===== config.mk =====
export PLATFORM = sky130hd
export DESIGN_NAME = gcsd_mul
export DESIGN_NICKNAME = d
export VERILOG_FILES = /design/src/rtl/gcsd_mul.sv
export SDC_FILE = /design/constraint.sdc
export NUM_CORES = 2
export LEC_CHECK = 0
export BUFFER_PORTS_ARGS = -buffer_cell sky130_fd_sc_hd__buf_2
export CAP_MARGIN = 20
export CORE_ASPECT_RATIO = 1.75
export CORE_MARGIN = 10
export CORE_UTILIZATION = 27
export DETAILED_ROUTE_END_ITERATION = 12
export SKIP_LAST_GASP = 1
export SLEW_MARGIN = 20
export SYNTH_ARGS = -nofsm -noshare
export SYNTH_HDL_FRONTEND = slang
export SYNTH_SLANG_ARGS = --single-unit

===== constraint.sdc =====
create_clock -name i_clk -period 25 [get_ports i_clk]
set_input_delay 5 -clock i_clk [delete_from_list [all_inputs] [get_ports i_clk]]
set_output_delay 5 -clock i_clk [all_outputs]
set_load 0.03 [all_outputs]

===== src/rtl/gcsd_mul.sv =====
// gcsd_mul: shared 32x32 unsigned multiplier with registered product
// no dependencies
`default_nettype none
module gcsd_mul (
    input  logic        i_clk,
    input  logic [31:0] i_a,
    input  logic [31:0] i_b,
    output logic [63:0] o_p
);
    logic [63:0] r_p;

    always_ff @(posedge i_clk) begin
        r_p <= 64'(i_a) * 64'(i_b);
    end

    assign o_p = r_p;
endmodule
`default_nettype wire


# Yosys cells after proc, flatten, opt, wreduce, memory -nomap -nowiden
# Index checks and enable logic that the tools add are counted.
totals:
  latch_bits: 0
  register_bits: 64
  n_memories: 0
  in_bits: 65
  mem_bits_rw: 0
  wordCells: 2
  rom_bits: 0
classes:
  muxes: 0
  bitwise: 0
  div: 0
  multipliers: 1
  shifts: 0
  n_reduce_logical: 0
  magnitude_cmp: 0
  addsub: 0
  n_eq_ne: 0
ops:
  columns: ["operator", "n"]
  rows:
  - ["multiplier 32 x 32 -> 64 bit", 1]

# Logic depth before layout (Yosys ltp)
logic_depth:
  word_depth: 1
  mapped_depth: 29

# Worst setup path after synthesis
# OpenSTA, ideal clock, no wires.
synth_timing:
  path_type: "input to register"
  start: "input port i_a[25]"
  end: "register r_p[62], in the netlist o_p[62]"
  arrival_time_ns: 11.681
  required_ns: 24.928
  setup_ns: 0.072
  setup_slack_ns: 13.247
  path_buffers: 2
  stages: 25
  path_cell_list: "clkbuf_1 nand2_1 fa_1 inv_1 fa_1 inv_1 fa_1 inv_1 fa_1 fa_1 fa_1 fa_1 inv_1 fa_1 inv_1 ha_1 buf_2 nand4_1 or4_1 or3_1 a31oi_1 a31o_2 a211oi_1 o21ai_1 xor2_1"
synth_between:
  elab_chain_len: 1
synth_rtl:
  columns: ["element", "line", "text"]
  rows:
  - ["from (decl)", "6", "input logic [31:0] i_a,"]
  - ["multiplier 32 x 32 -> 64 bit", "13", "r_p <= 64'(i_a) * 64'(i_b);"]
  - ["to (signal assigned)", "13", null]
  - ["to (decl)", "10", "logic [63:0] r_p;"]
# Every way passes these cells.

# Final worst setup path
layout_timing:
  start: "input port i_b[24]"
  end: "register r_p[62], in the netlist o_p[62]"
layout_between:
  elab_chain_len: 1
layout_rtl:
  columns: ["element", "line", "text"]
  rows:
  - ["from (decl)", "7", "input logic [31:0] i_b,"]
  - ["multiplier 32 x 32 -> 64 bit", "13", null]
# Every way passes these cells.

==> results.txt <==
die area -> 144000 um2
Data arrival, critical path -> 13.21 ns
sequential area share after synthesis -> 3.69%
Hold EP -> o_p[0]$_DFF_P_
largest net degree at the start of global routing -> 33
CTS Hold Bufs -> 0
DR vias -> 25000
final-layout fill cell count -> 13600
Hold/Removal Path Class -> primary input to flop
yosys warns -> 0
Initial DRC Count -> 1153
Req. time, crit path -> 25.38 ns
TritonCTS clock tree -> done
post-route ant nets -> 0
Cells after Synth -> 3748
area share of the largest cell type after synthesis -> 51.7%
fin nets -> 4898
Max-slew headroom -> 38.2%
post-synth top area cell -> fa_1
RSZ-0062 raised after global routing -> no
die height -> 494 um
number of port buffers -> 128
count leader, synth -> fa_1
total gr overflow -> 0
Vias/cell -> 4.67
DP Wirelength -> 85000 um
max-slew violations -> 0
Worst setup EP type -> flop
synth top area cells -> fa_1 52%, and2_1 11%, ha_1 9.5%
top_reg_cell synth -> dfxtp_1
number of global-route vias before repair -> 28700
hold violation count in the final report -> 0
Hold Path Origin -> i_a[0]
Post-synth EDFFs -> 0
max reg flops -> 64
CTS sink cnt -> 64
cts bufs inserted -> 9
Post-Syn Area per Cell -> 9.25 um2
total track usage -> 14.7%
# rows -> 173
Crit. Startpoint -> i_b[24]
setup TNS -> 0 ns
Routed WL -> 103000 um
Final Util -> 29.1%
starting density of the core -> 27.2%
f_max -> 77.9 MHz
setup violators final -> 0
first-pass GRT wire length -> 163000 um
Max-Cap Viols -> 0
period utilization -> 51.3%
Pre-antenna DRT Iters -> 5
status -> finished, final reports clean
Critical Path Source Type -> primary input
Synth async-reset ratio -> 0%
synthesized area -> 34700 um2
antenna violations before repair -> 8
flops & latches, synth -> 64
clk buf depth -> 2
die width -> 291 um
Post-route DRC -> 0
minimum clock period -> 12.83 ns
Max FO, Critical Path -> 32
hold path depth -> 2
htree depth -> 3
Synth top cells by count -> 896 x fa_1, 865 x inv_1, 602 x and2_1
Worst-path clk slew -> 0.09 ns
P&R area growth vs syn -> 6.63%
GPL Wtd Cong -> 0.885
slew at the pin closest to its max-slew limit -> 0.922 ns
Setup CP Type -> primary input to flop
detailed-route wire length per cell -> 19.3 um
syn nets -> 4972
post-CTS setup buffer count -> 0
core box area -> 127000 um2
io pins -> 129
synth unique cells -> 57
post-cts repair resize count -> 0
share of cells above drive strength 1 -> 4.57%
CTS Root Cell -> clkbuf_16
-- worst max path at each step --
stage | end | slack (ns) | cells past startpoint
2_1_floorplan | o_p[62]$_DFF_P_ | 13.25 | 25
4_1_cts | o_p[62]$_DFF_P_ | 12.14 | 22
3_5_place_dp | o_p[62]$_DFF_P_ | 11.66 | 22
5_1_grt | o_p[62]$_DFF_P_ | 11.82 | 25
6_report | o_p[62]$_DFF_P_ | 12.17 | 22
3_3_place_gp | o_p[62]$_DFF_P_ | 11.74 | 22
-- layout by cell type, fill, tap and decap left out, types with 14 or more instances in the layout --
master,n
fa_1,896
inv_1,865
and2_1,602
nand2_1,480
ha_1,263
buf_2,128
dfxtp_1,64
a21oi_1,63
a21o_1,40
xnor2_1,35
xor2_1,25
nand4_1,23
o21ai_0,21
nor2_1,20
and3_1,14
-- kinds of logic (layout without fill, tap and decap cells) --
kind of cell	Yosys count	after routing	synth area share (%)
simple gates	1177	1177	17.6
fa+ha+maj	1159	1159	61.2
buf+inv	1085	1016	11.8
compound gates	202	202	4.15
flops	64	64	3.69
xor+xnor	60	60	1.52
mux	1	1	0.0289
other cells	0	2	0
-- cell type report --
type                    instances  area [um2]  area share [%]
diodes                          2        5.00          0.0135
clock buffers                  10         239           0.646
clock inverters                 6         115           0.311
inverters                     865        3250            8.78
multi-input cells            2599       29300            79.3
flip-flops and latches         64        1280            3.47
well taps                    1662        2080            5.62
repair buffers                135         693            1.87
-- worst max-delay path, stage by stage --
cell	delay (ns)
buf_2	0.66
nand2_1	0.19
fa_1	0.56
inv_1	0.05
fa_1	0.48
fa_1	0.58
fa_1	0.50
fa_1	0.59
fa_1	0.44
fa_1	0.49
inv_1	0.05
fa_1	0.47
inv_1	0.04
ha_1	0.45
nand4_1	0.24
or4_1	0.46
or3_1	0.35
a31oi_1	0.76
a31o_2	0.36
a211oi_1	0.12
o21ai_1	0.17
xor2_1	0.15
-- stage by stage --
stage               cells  hold slack (ns)  setup WS (ns)  area, um2
detailed placement   5325             5.44          11.66      36600
global placement     5325             5.44          11.74      36600
floorplan            3748             5.13          13.25      34700
global route         5342             5.20          11.82      37000
finish               5343             5.17          12.17      37000
CTS                  5341             5.16          12.14      37000
-- metal layers --
| layer | wire length (um) | part of all wire (%) | GRT usage (%) |
|---|---|---|---|
| met1 | 34100 | 33 | 14.6 |
| met2 | 56200 | 54 | 27.7 |
| met3 | 4730 | 4.6 | 2.02 |
| met4 | 8290 | 8.0 | 10.8 |
| met5 | 27 | 0.026 | 0 |
Power is left out: the tool's default activity adds up to more than one toggle a clock period on the data nets, which glitch-free logic cannot reach.
