## config.mk

```make
export PLATFORM = sky130hd
export DESIGN_NAME = gcsd_div
export DESIGN_NICKNAME = d
export VERILOG_FILES = /design/src/rtl/gcsd_div.sv
export SDC_FILE = /design/constraint.sdc
export NUM_CORES = 1
export LEC_CHECK = 0
export BUFFER_PORTS_ARGS = -buffer_cell sky130_fd_sc_hd__buf_2
export CELL_PAD_IN_SITES_DETAIL_PLACEMENT = 0
export CELL_PAD_IN_SITES_GLOBAL_PLACEMENT = 1
export CORE_ASPECT_RATIO = 0.7
export CORE_MARGIN = 4
export CORE_UTILIZATION = 48
export CTS_CLUSTER_SIZE = 40
export DETAILED_ROUTE_END_ITERATION = 8
export PLACE_DENSITY = 0.95
export REMOVE_ABC_BUFFERS = 1
export SYNTH_ARGS = -nofsm -noshare
export SYNTH_HDL_FRONTEND = slang
export SYNTH_SLANG_ARGS = --single-unit
```

## constraint.sdc

```tcl
create_clock -name i_clk -period 6.3 [get_ports i_clk]
set_clock_uncertainty 0.15 [all_clocks]
set_input_delay 0.315 -clock i_clk [delete_from_list [all_inputs] [get_ports i_clk]]
set_output_delay 0.315 -clock i_clk [all_outputs]
set_load 0.01 [all_outputs]
```

## src/rtl/gcsd_div.sv

```systemverilog
// gcsd_div: bit-serial restoring divider, 128-bit numerator by 64-bit divisor
// one quotient bit per cycle; no dependencies
`default_nettype none
module gcsd_div (
    input  logic         i_clk,
    input  logic         i_rst_n,
    input  logic         i_start,
    input  logic [127:0] i_num,
    input  logic [63:0]  i_den,
    output logic [127:0] o_quo,
    output logic         o_done
);
    logic         r_busy;
    logic         r_done;
    logic [6:0]   r_cnt;
    logic [127:0] r_num;
    logic [127:0] r_quo;
    logic [63:0]  r_rem;
    logic [63:0]  r_den;
    logic [64:0]  w_rem;
    logic         w_ge;
    logic [64:0]  w_diff;

    assign w_rem  = {r_rem, r_num[127]};
    assign w_ge   = w_rem >= {1'b0, r_den};
    assign w_diff = w_rem - {1'b0, r_den};

    always_ff @(posedge i_clk) begin
        if (!i_rst_n) begin
            r_busy <= 1'b0;
            r_done <= 1'b0;
            r_cnt  <= '0;
        end else begin
            r_done <= 1'b0;
            if (i_start) begin
                r_busy <= 1'b1;
                r_cnt  <= '0;
            end else if (r_busy) begin
                r_cnt <= r_cnt + 7'd1;
                if (r_cnt == 7'd127) begin
                    r_busy <= 1'b0;
                    r_done <= 1'b1;
                end
            end
        end
    end

    always_ff @(posedge i_clk) begin
        if (i_start) begin
            r_num <= i_num;
            r_den <= i_den;
            r_rem <= '0;
            r_quo <= '0;
        end else if (r_busy) begin
            r_num <= {r_num[126:0], 1'b0};
            r_rem <= w_ge ? w_diff[63:0] : w_rem[63:0];
            r_quo <= {r_quo[126:0], w_ge};
        end
    end

    assign o_quo  = r_quo;
    assign o_done = r_done;
endmodule
`default_nettype wire

```

[Word level (Yosys, flattened, before mapping)]
Index checks and enable logic that the tools add are counted.
Storage, ports and cells
  flip-flop bits (word level): 393
  bits of input ports: 195
  output and inout bits: 129
  logic and storage cells: 23
Operators by class
  $add $sub $neg: 2
  $lt $le $gt $ge: 1
  eq/ne operators: 1
  muxes and demuxes: 7
  bitwise gates (word level): 2
  reduce and logical (&&, ||, !) cells: 3
Operators with widths (count)
  $mux W128: 2
  $ge A65 B64 Y1: 1
  $mux W64: 1
  $sub A64 B64 Y64: 1
  $add A7 B1 Y7 const B: 1
  $eq A7 B7 Y1 const B: 1
  $mux W1: 4
  $reduce_or A3 Y1: 1
  $not A1 Y1: 2
  $reduce_bool A2 Y1: 1
  $reduce_or A2 Y1: 1

[Depth between registers and ports, before layout]
Gate-level depths: netlist (run 1).
  word-level depth: 4
  depth in mapped cells: 15
  depth with buffers taken out: 13

[Worst setup path after synthesis (run 1)]
OpenSTA, ideal clock, no wires.
  path kind: flip-flop to flip-flop
  from: reg r_busy
  to: reg r_num[0] (enable)
  library setup time: 0.433 ns
  arrival time: 2.793 ns
  data required time: 5.717 ns
  path slack: 2.924 ns
  cell stages (with the launch flop): 5
  buffers on the path: 3
  clock period less this slack: 3.376 ns
  path through: dfxtp_1 clkbuf_1 clkbuf_1 clkbuf_1 or2_2
On the way
  longest elaborated chain between the ends: 1
Ends and longest elaborated chain
  from (decl): RTL line 13  | logic r_busy;
  from (signal assigned): RTL line 30  | r_busy <= 1'b0;
  from (signal assigned): RTL line 36  | r_busy <= 1'b1;
  from (signal assigned): RTL line 41  | r_busy <= 1'b0;
  $reduce_bool A2 Y1 (no source line)
  to (signal assigned): RTL line 50  | r_num <= i_num;
  to (signal assigned): RTL line 55  | r_num <= {r_num[126:0], 1'b0};
  to (decl): RTL line 16  | logic [127:0] r_num;
No other way between the ends.
A chain may end at the register's enable or synchronous reset.

[Worst setup path after layout (run 1)]
  from: reg r_den[1]
  to: reg r_rem[53]
On the way
  longest elaborated chain between the ends: 2
  elaborated cells between the ends (all ways): 3
  those cells by class: add/sub (1); order compare (1); mux (1)
Ends and longest elaborated chain
  from (decl): RTL line 19  | logic [63:0] r_den;
  from (signal assigned): RTL line 51  | r_den <= i_den;
  $sub A64 B64 Y64 or $ge A65 B64 Y1 (tied branches): RTL line 26, 25
  $mux W64 (*): RTL line 56  | r_rem <= w_ge ? w_diff[63:0] : w_rem[63:0];
  to (signal assigned): RTL line 56
  to (decl): RTL line 18  | logic [63:0] r_rem;
Every way passes the cells marked *; elsewhere a longest branch is shown, timed or not.

==> flow_summary.toml, run 1 <==
[status]
status = "complete, no violations"

[power_and_ir_drop]
leakage_uw = 0.0104
intPower_uw = 4800
power_frac_comb_pct = 18.4
power_uw = 6630
vdd_ir_drop_max_mv = 0.219
switchingPower_uw = 1820
power-per-cell-area_nw_per_um2 = 271
pwr-share-clk_pct = 37.1
seqPwrFrac_pct = 44.6
swShare_pct = 27.5

[global_route]
grt_overflow = 0
met3_usage_pct = 5.77
use_met2_pct = 39.5
use_met1_pct = 31.1
grt_antenna_before_repair = 8
grt_pass1_wl_mm = 84.1
grt_max_degree = 177
grt_util_all_layers_pct = 24.1
grt_pass1_vias = 15808
top_usage_layer = "met2"

[setup_path]
max_stage_delay_ps = 650
worstSetupPathType = "reg -> reg"
path_buf_inv = 2
critical_path.top_delay_family = "compound AO/OA/AOI/OAI gates"
arrival_ps = 4380
cp_cell_sequence = "inv_1 -> ha_1 -> nor2b_1 -> o31a_1 -> o221ai_2 -> a21oi_1 -> a221oi_2 -> o211ai_2 -> a31oi_4 -> buf_4 -> mux2i_1 -> mux2i_1 -> a211oi_1"
cp.required_ps = 6600
crit_path_end_kind = "register"
reg2regPathDepth = 13
cp_slowest_cell = "buf_4"
cp_max_fo = 79
r2r_setup_slack_ps = 2220
r2r-end = "r_rem[53]"
cp-start-kind = "register"
cpMostUsedCell = "mux2i_1"
worstReg2RegStart = "r_den[1]"

[clock_network]
clockBufferDepth = 3
cts_resized = 0
holdBufCountCts = 193
path_clk_slew_ps = 70
clockRootBuffer = "clkbuf_16"
post_cts_buffers = 0
cts_tree = "yes"
cts.sinks = 393
h-tree-depth = 2
clkLatencyLatePin_ps = 540
numCtsBuffers = 39

[worst_hold_path]
hp-start = "i_start"
hold_depth = 2
holdCritPathClass = "in -> reg"
hold_path_end = "o_quo[86]"

[sta]
fin_crit_sh_pct = 64.8
maxSlewViolCount = 0
setup_viol = 0
hold_viol = 0
tightest_slew_ps = 1120
whs_ps = 63.5
rsz0062_at_grt = "no"
fin_tns_setup_ps = 0
finalCriticalPeriod_ps = 4080
timing.fmax_mhz = 245
relSlewSlack_pct = 25.1

[final_layout]
final_nets = 2505
multiInputGateArea_um2 = 8660
final_area_um2 = 24400
final_common_cell = "buf_2"
syn_to_final_growth_pct = 27.2
fill_cells = 3044
regArea_um2 = 9790
drive_gt1_share_pct = 25.2
final_cell_mix = "322 x buf_2, 255 x nor2_1, 200 x dfxtp_1, 193 x dlygate4sd3_1, 192 x edfxtp_1"

[synth]
synth_xor_area_share_pct = 2.46
synth_top_area_share_pct = 30.0
async_flop_share_pct = 0
synth_area_per_cell_um2 = 10.8
yosys_register_bits = 393
ys_seq_area_share_pct = 51.0
synth_top_family_by_area = "multiplexers"
synth_area_um2 = 19200
ys_warn_count = 0
synthMuxAreaShare_pct = 14.8
synth_area_leaders = "edfxtp_1 30%, dfxtp_1 21%, mux2_2 7.6%, mux2i_1 7.2%, nor2_1 5.0%"
synth-simple-area-share_pct = 10.7
synth_compound_area_share_pct = 12.7
synthCells = 1782
synth_edf_count = 192
ys_types = 71
synth.largest_area_cell = "edfxtp_1"
synth_fa_ha_area_share_pct = 4.34
synthFlopType = "dfxtp_1"

[route]
dr.pass1.iters = 7
wl_per_cell_um = 19.0
ant_nets = 0
dr.first_iter.drc_count = 1037
vias = 15299
wl_mm = 53.4
avgViaCountPerCell = 5.44
drc = 0

[job]
drv_cap = 0

[place]
portBuffers = 323
gp_congestion = 0.907
dpl_cell_area_um2 = 21100
dp_hpwl_mm = 33.6

[floorplanning]
design.portCount = 324
rows = 60
dieHeight_um = 175
core_area_um2 = 39000
die_area_um2 = 43300
start_util_pct = 49.3
fp.dieW_um = 247
## registers in the layout, indices dropped and copies added, names as in the netlist
signal,cells
o_quo,128
r_num,128
r_den,64
r_rem,64
r_cnt,7
o_done,1
r_busy,1
## synthesized netlist by cell type, drive strengths merged (6+ instances only)
cell type	number
buf	33
nand2b	6
nor2b	14
dfxtp	201
xnor2	30
nor3	17
nand3	21
a31oi	10
a21o	23
o211ai	23
nand4	27
o21a	9
o21ai	60
o21bai	10
clkbuf	70
xor2	24
ha	65
nor2	255
mux2	130
a211oi	45
edfxtp	192
a21oi	111
nand2	87
mux2i	138
o211a	17
inv	84
## cells by family after synthesis
| logic type | count (synthesis) |
|---|---|
| simple gates | 463 |
| compound gates | 351 |
| buf+inv | 187 |
| xor+xnor | 54 |
| flops | 393 |
| fa+ha+maj | 66 |
| mux | 268 |
## layout make-up
| cell class | instances | share of cell area (%) |
|---|---|---|
| tap | 527 | 2.70 |
| clock buffer | 47 | 4.41 |
| antenna | 9 | 0.0922 |
| sequential | 393 | 40.1 |
| clock inverter | 24 | 1.02 |
| inverter | 84 | 1.29 |
| timing repair buffer | 524 | 14.9 |
| multi-input combinational | 1202 | 35.5 |
## layer usage
layer | wire (um) | up-vias
li1 | - | 7359
met1 | 22800 | 7307
met2 | 24900 | 511
met3 | 3770 | 122
met4 | 1960 | 0
met5 | 0 | -
## power groups by stage
stage | clock [uW] | combinational, uW | sequential [uW]
floorplan | 0 | 814 | 3000
global placement | 0 | 1060 | 2990
detailed placement | 0 | 1080 | 3000
CTS | 2490 | 1190 | 2940
global route | 2610 | 1340 | 2970
finish | 2460 | 1220 | 2950
## worst max path at each step
stage | start | end | slack, ps | cells after the start
CTS | r_den[1] | r_rem[53] | 2230 | 13
global placement | r_den[1] | r_rem[53] | 2360 | 13
global route | r_den[1] | r_rem[53] | 1890 | 13
detailed placement | r_den[1] | r_rem[53] | 2240 | 13
floorplan | r_busy | r_num[0] | -3270 | 1
finish | r_den[1] | r_rem[53] | 2220 | 13
## per-stage QoR
step           worst slack [ps]  instances  util (%)
2_1_floorplan             -3270       1679         -
3_3_place_gp               2360       2537      54.3
3_5_place_dp               2240       2537      54.3
4_1_cts                    2230       2801      62.6
5_1_grt                    1890       2808      62.7
6_report                   2220       2810      62.7
No activity file was read; power rests on OpenSTA's default activity.
==> run 2, diff against run 1 <==
--- a/config.mk
+++ b/config.mk
@@ -5,15 +5,16 @@
 export SDC_FILE = /design/constraint.sdc
 export NUM_CORES = 1
 export LEC_CHECK = 0
+export ABC_AREA = 1
 export BUFFER_PORTS_ARGS = -buffer_cell sky130_fd_sc_hd__buf_2
 export CELL_PAD_IN_SITES_DETAIL_PLACEMENT = 0
 export CELL_PAD_IN_SITES_GLOBAL_PLACEMENT = 1
 export CORE_ASPECT_RATIO = 0.7
 export CORE_MARGIN = 4
-export CORE_UTILIZATION = 48
+export CORE_UTILIZATION = 38
 export CTS_CLUSTER_SIZE = 40
 export DETAILED_ROUTE_END_ITERATION = 8
-export PLACE_DENSITY = 0.95
+export PLACE_DENSITY = 0.88
 export REMOVE_ABC_BUFFERS = 1
 export SYNTH_ARGS = -nofsm -noshare
 export SYNTH_HDL_FRONTEND = slang
==> constraint.sdc (replaced) <==
create_clock -name i_clk -period 3.6 [get_ports i_clk]
set_clock_uncertainty 0.15 [all_clocks]
set_input_delay 0.18 -clock i_clk [delete_from_list [all_inputs] [get_ports i_clk]]
set_output_delay 0.18 -clock i_clk [all_outputs]
set_load 0.01 [all_outputs]
==> run 2 against run 1 <==
  * Critical endpoint is now r_rem[35]
  * Flip-flop and latch count stayed put
  * Critical path type unchanged
  * First-iteration DRC count is 64% higher
  * Wire length is 22% higher
  * Total power is 56% higher
  * Area after synthesis is 6.7% higher
  * Synthesized cell count is 56% higher
==> flow_summary.toml, run 2 <==
[sta]
maxSlewViolCount = 0
setup_viol = 0
timing.fmax_mhz = 325
fin_tns_setup_ps = 0
rsz0062_at_grt = "no"
finalCriticalPeriod_ps = 3070
fin_crit_sh_pct = 85.4
relSlewSlack_pct = 32.7
worst_slack_ps = 525
tightest_slew_ps = 1010
hold_viol = 0

[setup_path]
path_buf_inv = 4
r2r-end = "r_rem[35]"
cp_max_fo = 5
crit_path_end_kind = "register"
critical_path.top_delay_family = "simple AND/OR/NAND/NOR gates"
cp-start-kind = "register"
cp_cell_sequence = "inv_1 -> ha_1 -> nand2_1 -> nor2_1 -> inv_1 -> nor2_1 -> inv_1 -> nor3_1 -> nand2_1 -> nand2_1 -> nand2_1 -> nand2_1 -> nand3_1 -> nand3_1 -> nand2_1 -> inv_1"
r2r_setup_slack_ps = 530
cp.required_ps = 3960
cpMostUsedCell = "nand2_1"
max_stage_delay_ps = 570
arrival_ps = 3440
worstReg2RegStart = "r_den[33]"
reg2regPathDepth = 16
cp_slowest_cell = "nor3_1"
worstSetupPathType = "reg -> reg"

[final_layout]
final_common_cell = "nand2_1"
final_area_um2 = 26100
layout.cells.non_filler = 4023
drive_gt1_share_pct = 13.1
fill_cells = 5130
final_nets = 3531
final_cell_mix = "1,018 x nand2_1, 482 x inv_1, 322 x buf_2, 200 x dfxtp_1, 193 x dlygate4sd3_1"
syn_to_final_growth_pct = 27.4

[floorplanning]
start_util_pct = 38.8
rows = 70
die_area_um2 = 57800
design.portCount = 324
fp.dieW_um = 286
core_area_um2 = 52800
dieHeight_um = 202

[worst_hold_path]
holdCritPathClass = "in -> reg"
hold_depth = 2
hp-start = "i_start"
hold_path_end = "r_rem[27]"

[route]
dr.pass1.iters = 5
avgViaCountPerCell = 4.79
wl_per_cell_um = 16.2
ant_nets = 0
wl_mm = 65.3
drc = 0
vias = 19276
dr.first_iter.drc_count = 1697

[power_and_ir_drop]
switchingPower_uw = 2520
pwr-share-clk_pct = 41.5
leakage_uw = 0.0128
power-per-cell-area_nw_per_um2 = 396
seqPwrFrac_pct = 48.5
power_frac_comb_pct = 10.0
intPower_uw = 7820
vdd_ir_drop_max_mv = 0.335
swShare_pct = 24.4

[clock_network]
post_cts_buffers = 0
path_clk_slew_ps = 60
cts_tree = "yes"
clockRootBuffer = "clkbuf_16"
numCtsBuffers = 41
holdBufCountCts = 193
cts_resized = 0
clkLatencyLatePin_ps = 580
clockBufferDepth = 3
h-tree-depth = 2
cts.sinks = 393

[global_route]
grt_pass1_vias = 18521
grt_util_all_layers_pct = 22.1
grt_overflow = 0
grt_pass1_wl_mm = 103
grt_max_degree = 104
grt_antenna_before_repair = 1

[synth]
yosys_register_bits = 393
synth_top_family_by_area = "simple AND/OR/NAND/NOR gates"
synth_top_area_share_pct = 28.1
synthCells = 2781
synth-simple-area-share_pct = 28.1
ys_warn_count = 0
synth_area_leaders = "edfxtp_1 28%, dfxtp_1 20%, nand2_1 19%, inv_1 8.8%, ha_1 4.0%"
ys_types = 43
synth_area_per_cell_um2 = 7.37
async_flop_share_pct = 0
synthMuxAreaShare_pct = 0
synth_xor_area_share_pct = 0.470
synth.largest_area_cell = "edfxtp_1"
synthFlopType = "dfxtp_1"
synth_edf_count = 192
ys_seq_area_share_pct = 47.8
synth_compound_area_share_pct = 8.70
synth_common_cells = "1,018 x nand2_1, 482 x inv_1, 201 x dfxtp_1"
yosys.cell_count.top_type = "nand2_1"
synth_fa_ha_area_share_pct = 4.06
synth_area_um2 = 20500

[place]
portBuffers = 323
dp_cells = 3754
dpl_cell_area_um2 = 22800
dp_hpwl_mm = 46.6
gp_congestion = 0.989
pre_cts_ws_ps = 612

[job]
drv_cap = 0

[status]
status = "complete, no violations"
==> run 2: metrics by stage <==
| step | hold WS [ps] | util, % | power [uW] |
|---|---|---|---|
| finish | 57.6 | 49.5 | 10300 |
| global route | 61.5 | 49.5 | 10800 |
| CTS | 29.6 | 49.5 | 10400 |
| detailed placement | 208 | 43.2 | 5960 |
| global placement | 207 | 43.2 | 5960 |
| floorplan | 99.1 | - | 5600 |
==> run 2: area by class of cell <==
| type | count | area [um^2] | area share, % |
|---|---|---|---|
| diodes | 1 | 2.50 | 0.00958 |
| clock buffers | 61 | 1190 | 4.57 |
| clock inverters | 14 | 150 | 0.575 |
| inverters | 494 | 1870 | 7.14 |
| multi-input cells | 1806 | 8470 | 32.4 |
| flip-flops and latches | 393 | 9790 | 37.5 |
| well taps | 720 | 901 | 3.45 |
| repair buffers | 534 | 3740 | 14.3 |
==> run 2: power by group through the flow <==
stage                     sequential, uW  combinational, uW  clock, uW
after detailed placement            5100                861          0
after CTS                           5010               1030       4400
after global placement              5090                863          0
final                               5010               1040       4290
after floorplan                     5110                489          0
after global routing                5030               1160       4560
==> run 2: how the worst max path moves through the flow <==
stage                            to       from  depth (start not counted)  slack (ps)
after global routing      r_rem[15]   r_den[8]                         17         290
after floorplan            r_num[0]     r_busy                          2       -4630
after detailed placement  r_rem[18]   r_den[8]                         18         610
after global placement    r_rem[35]  r_den[33]                         16         670
final                     r_rem[35]  r_den[33]                         16         530
after CTS                 r_rem[16]   r_den[8]                         17         580
==> run 2: logic make-up (layout without fill, tap and decap cells) <==
logic type	after synthesis	in the layout
XOR/XNOR	11	11
buffers and inverters	582	1103
AND/OR/NAND/NOR	1422	1422
other	0	1
flip-flops	393	393
adder cells (fa/ha/maj)	66	66
AO/OA/AOI/OAI	307	307
==> run 2: metal layers <==
| metal | vias to the layer above | share of wire [%] | global-route usage [%] |
|---|---|---|---|
| li1 | 9744 | - | - |
| met1 | 8818 | 48 | 32.5 |
| met4 | 2 | 1.4 | 4.03 |
| met3 | 68 | 8.3 | 5.55 |
| met2 | 644 | 42 | 33.0 |
| met5 | - | 0.031 | 0 |
==> run 3, diff against run 2 <==
--- a/config.mk
+++ b/config.mk
@@ -5,16 +5,17 @@
 export SDC_FILE = /design/constraint.sdc
 export NUM_CORES = 1
 export LEC_CHECK = 0
-export ABC_AREA = 1
+export ABC_AREA = 0
 export BUFFER_PORTS_ARGS = -buffer_cell sky130_fd_sc_hd__buf_2
 export CELL_PAD_IN_SITES_DETAIL_PLACEMENT = 0
 export CELL_PAD_IN_SITES_GLOBAL_PLACEMENT = 1
 export CORE_ASPECT_RATIO = 0.7
 export CORE_MARGIN = 4
-export CORE_UTILIZATION = 38
+export CORE_UTILIZATION = 40
 export CTS_CLUSTER_SIZE = 40
 export DETAILED_ROUTE_END_ITERATION = 8
-export PLACE_DENSITY = 0.88
+export MAX_ROUTING_LAYER = met4
+export PLACE_DENSITY = 0.86
 export REMOVE_ABC_BUFFERS = 1
 export SYNTH_ARGS = -nofsm -noshare
 export SYNTH_HDL_FRONTEND = slang
==> run 3 against run 2 <==
  * Non-clock buffer count up 67
  * Final cell count decreased by 26%
  * Cell area is 2.7% lower
  * First-iteration DRC count down 37%
  * Critical path depth shrank 4
  * Via count decreased by 19%
  * Combinational power is 130% higher
  * Worst setup slack lost 450 ps
  * Flip-flop and latch count unchanged
  * Count of clock-buffer cells in the layout shrank 9
  * Sequential share of layout area increased by 1.0 points
  * Sequential power is 3% higher
==> flow_summary.toml, run 3 (same netlist as run 1, synthesis figures left out) <==
[global_route]
grt_pass1_wl_mm = 85.7
grt_util_all_layers_pct = 20.9
grt_max_degree = 128
grt_antenna_before_repair = 7
grt_overflow = 0
grt_pass1_vias = 15745

[place]
dpl_cell_area_um2 = 21800
pre_cts_ws_ps = -26.9
dp_cells = 2688
dp_hpwl_mm = 36.5
portBuffers = 323
gp_congestion = 0.924

[sta]
hold_viol = 0
fin_crit_sh_pct = 97.8
finalCriticalPeriod_ps = 3520
rsz0062_at_grt = "yes"
whs_ps = 177
relSlewSlack_pct = 27.1
worst_slack_ps = 78.9
setup_viol = 0
timing.fmax_mhz = 284
tightest_slew_ps = 1090
maxSlewViolCount = 0
fin_tns_setup_ps = 0

[floorplanning]
design.portCount = 324
start_util_pct = 40.9
die_area_um2 = 51600
fp.dieW_um = 270
rows = 66
core_area_um2 = 47000
dieHeight_um = 191

[final_layout]
final_common_cell = "buf_2"
final_area_um2 = 25400
syn_to_final_growth_pct = 32.4
drive_gt1_share_pct = 28.6
final_cell_mix = "322 x buf_2, 254 x nor2_1, 200 x dfxtp_1, 194 x dlygate4sd3_1, 192 x edfxtp_1"
final_nets = 2585
layout.cells.non_filler = 2976

[clock_network]
clockBufferDepth = 3
h-tree-depth = 2
clockRootBuffer = "clkbuf_16"
cts.sinks = 393
clkLatencyLatePin_ps = 570
numCtsBuffers = 41
cts_tree = "yes"
path_clk_slew_ps = 60

[route]
wl_per_cell_um = 18.4
dr_wl_met2_mm = 25.2
wl_mm = 54.7
dr.first_iter.drc_count = 1069
highest_layer = "met4"
avgViaCountPerCell = 5.25
ant_nets = 0
drc = 0
wl_met1_mm = 24.4
vias = 15612
dr.pass1.iters = 5
wl_met3_mm = 3.65

[setup_path]
cp_max_fo = 6
cp_slowest_cell = "or4b_4"
cp-start-kind = "register"
crit_path_end_kind = "register"
cp_cell_sequence = "inv_1 -> ha_1 -> nand3_1 -> or4b_4 -> or4_4 -> o211ai_4 -> a31oi_4 -> buf_6 -> buf_4 -> buf_4 -> a211o_1 -> a41oi_1"
worstSetupPathType = "reg -> reg"
r2r_setup_slack_ps = 80
arrival_ps = 3850
cp.required_ps = 3930
max_stage_delay_ps = 560
critical_path.top_delay_family = "simple AND/OR/NAND/NOR gates"
path_buf_inv = 4
cpMostUsedCell = "buf_4"

[power_and_ir_drop]
power-per-cell-area_nw_per_um2 = 463
vdd_ir_drop_max_mv = 0.415
leakage_uw = 0.0108

[job]
drv_cap = 0

[worst_hold_path]
holdCritPathClass = "in -> reg"

[status]
status = "complete, no violations"
==> run 3: changes by cell type in the layout (fill, tap and decap cells not counted), moves of 24 or more <==
cell,change
mux2_2,+130
a211oi_2,+24
buf_4,+59
nand3_1,-125
nor2_1,+77
nand2_1,-932
inv_1,-398
o22ai_1,-124
mux2i_1,+138
==> run 3: worst paths after layout <==
path                                 from         to  cells past startpoint
worst min-delay path            i_den[54]  r_den[54]                      2
worst max-delay path            r_den[54]  r_rem[56]                     12
worst max register to register  r_den[54]  r_rem[56]                     12
worst min register to register   r_cnt[5]   r_cnt[5]                      2
==> run 3: routing by layer <==
metal  track usage [%]  up-vias
met5                 -        -
met1              27.5     7457
met2              32.7      526
met4              5.64        0
met3              4.93      114
li1                  -     7515
==> run 3: repair_timing <==
item                                    in CTS  in global routing
pin swaps                                    0                 13
setup buffers                                0                  8
hold endpoints to repair                   205                  0
gates resized for setup                      2                 38
endpoints found under the setup margin       2                 59
gates cloned                                 0                  3
hold buffers                               194                  0
==> run 3: power breakdown <==
part / internal (uW) / switching, uW / leakage, uW
logic: 1130 / 1300 / 0.00661
registers: 5020 / 148 / 0.00355
clock network: 2270 / 1900 / 0.000633
==> run 3: final cells by class <==
cell class / count / area (um^2)
Clock inverter: 24 / 211
Antenna cell: 7 / 17.5
Tap cell: 612 / 766
Inverter: 84 / 315
Sequential cell: 393 / 9790
Fill cell: 4030 / 21600
Timing Repair Buffer: 601 / 4320
Clock buffer: 52 / 1100
Multi-Input combinational cell: 1203 / 8900
==> run 3: worst reg2reg max path, stage by stage, from the launching register on <==
cell      delay (ps)
edfxtp_1         320
inv_1             50
ha_1             420
nand3_1          180
or4b_4           560
or4_4            440
o211ai_4         280
a31oi_4          210
buf_6            170
buf_4            120
buf_4            130
a211o_1          220
a41oi_1          180
==> run 3: per-stage QoR <==
stage | util (%) | total power (uW)
6_report | 54.1 | 11800
5_1_grt | 54.1 | 12300
4_1_cts | 53.3 | 11700
3_5_place_dp | 46.4 | 7330
3_3_place_gp | 46.4 | 7280
2_1_floorplan | - | 6680
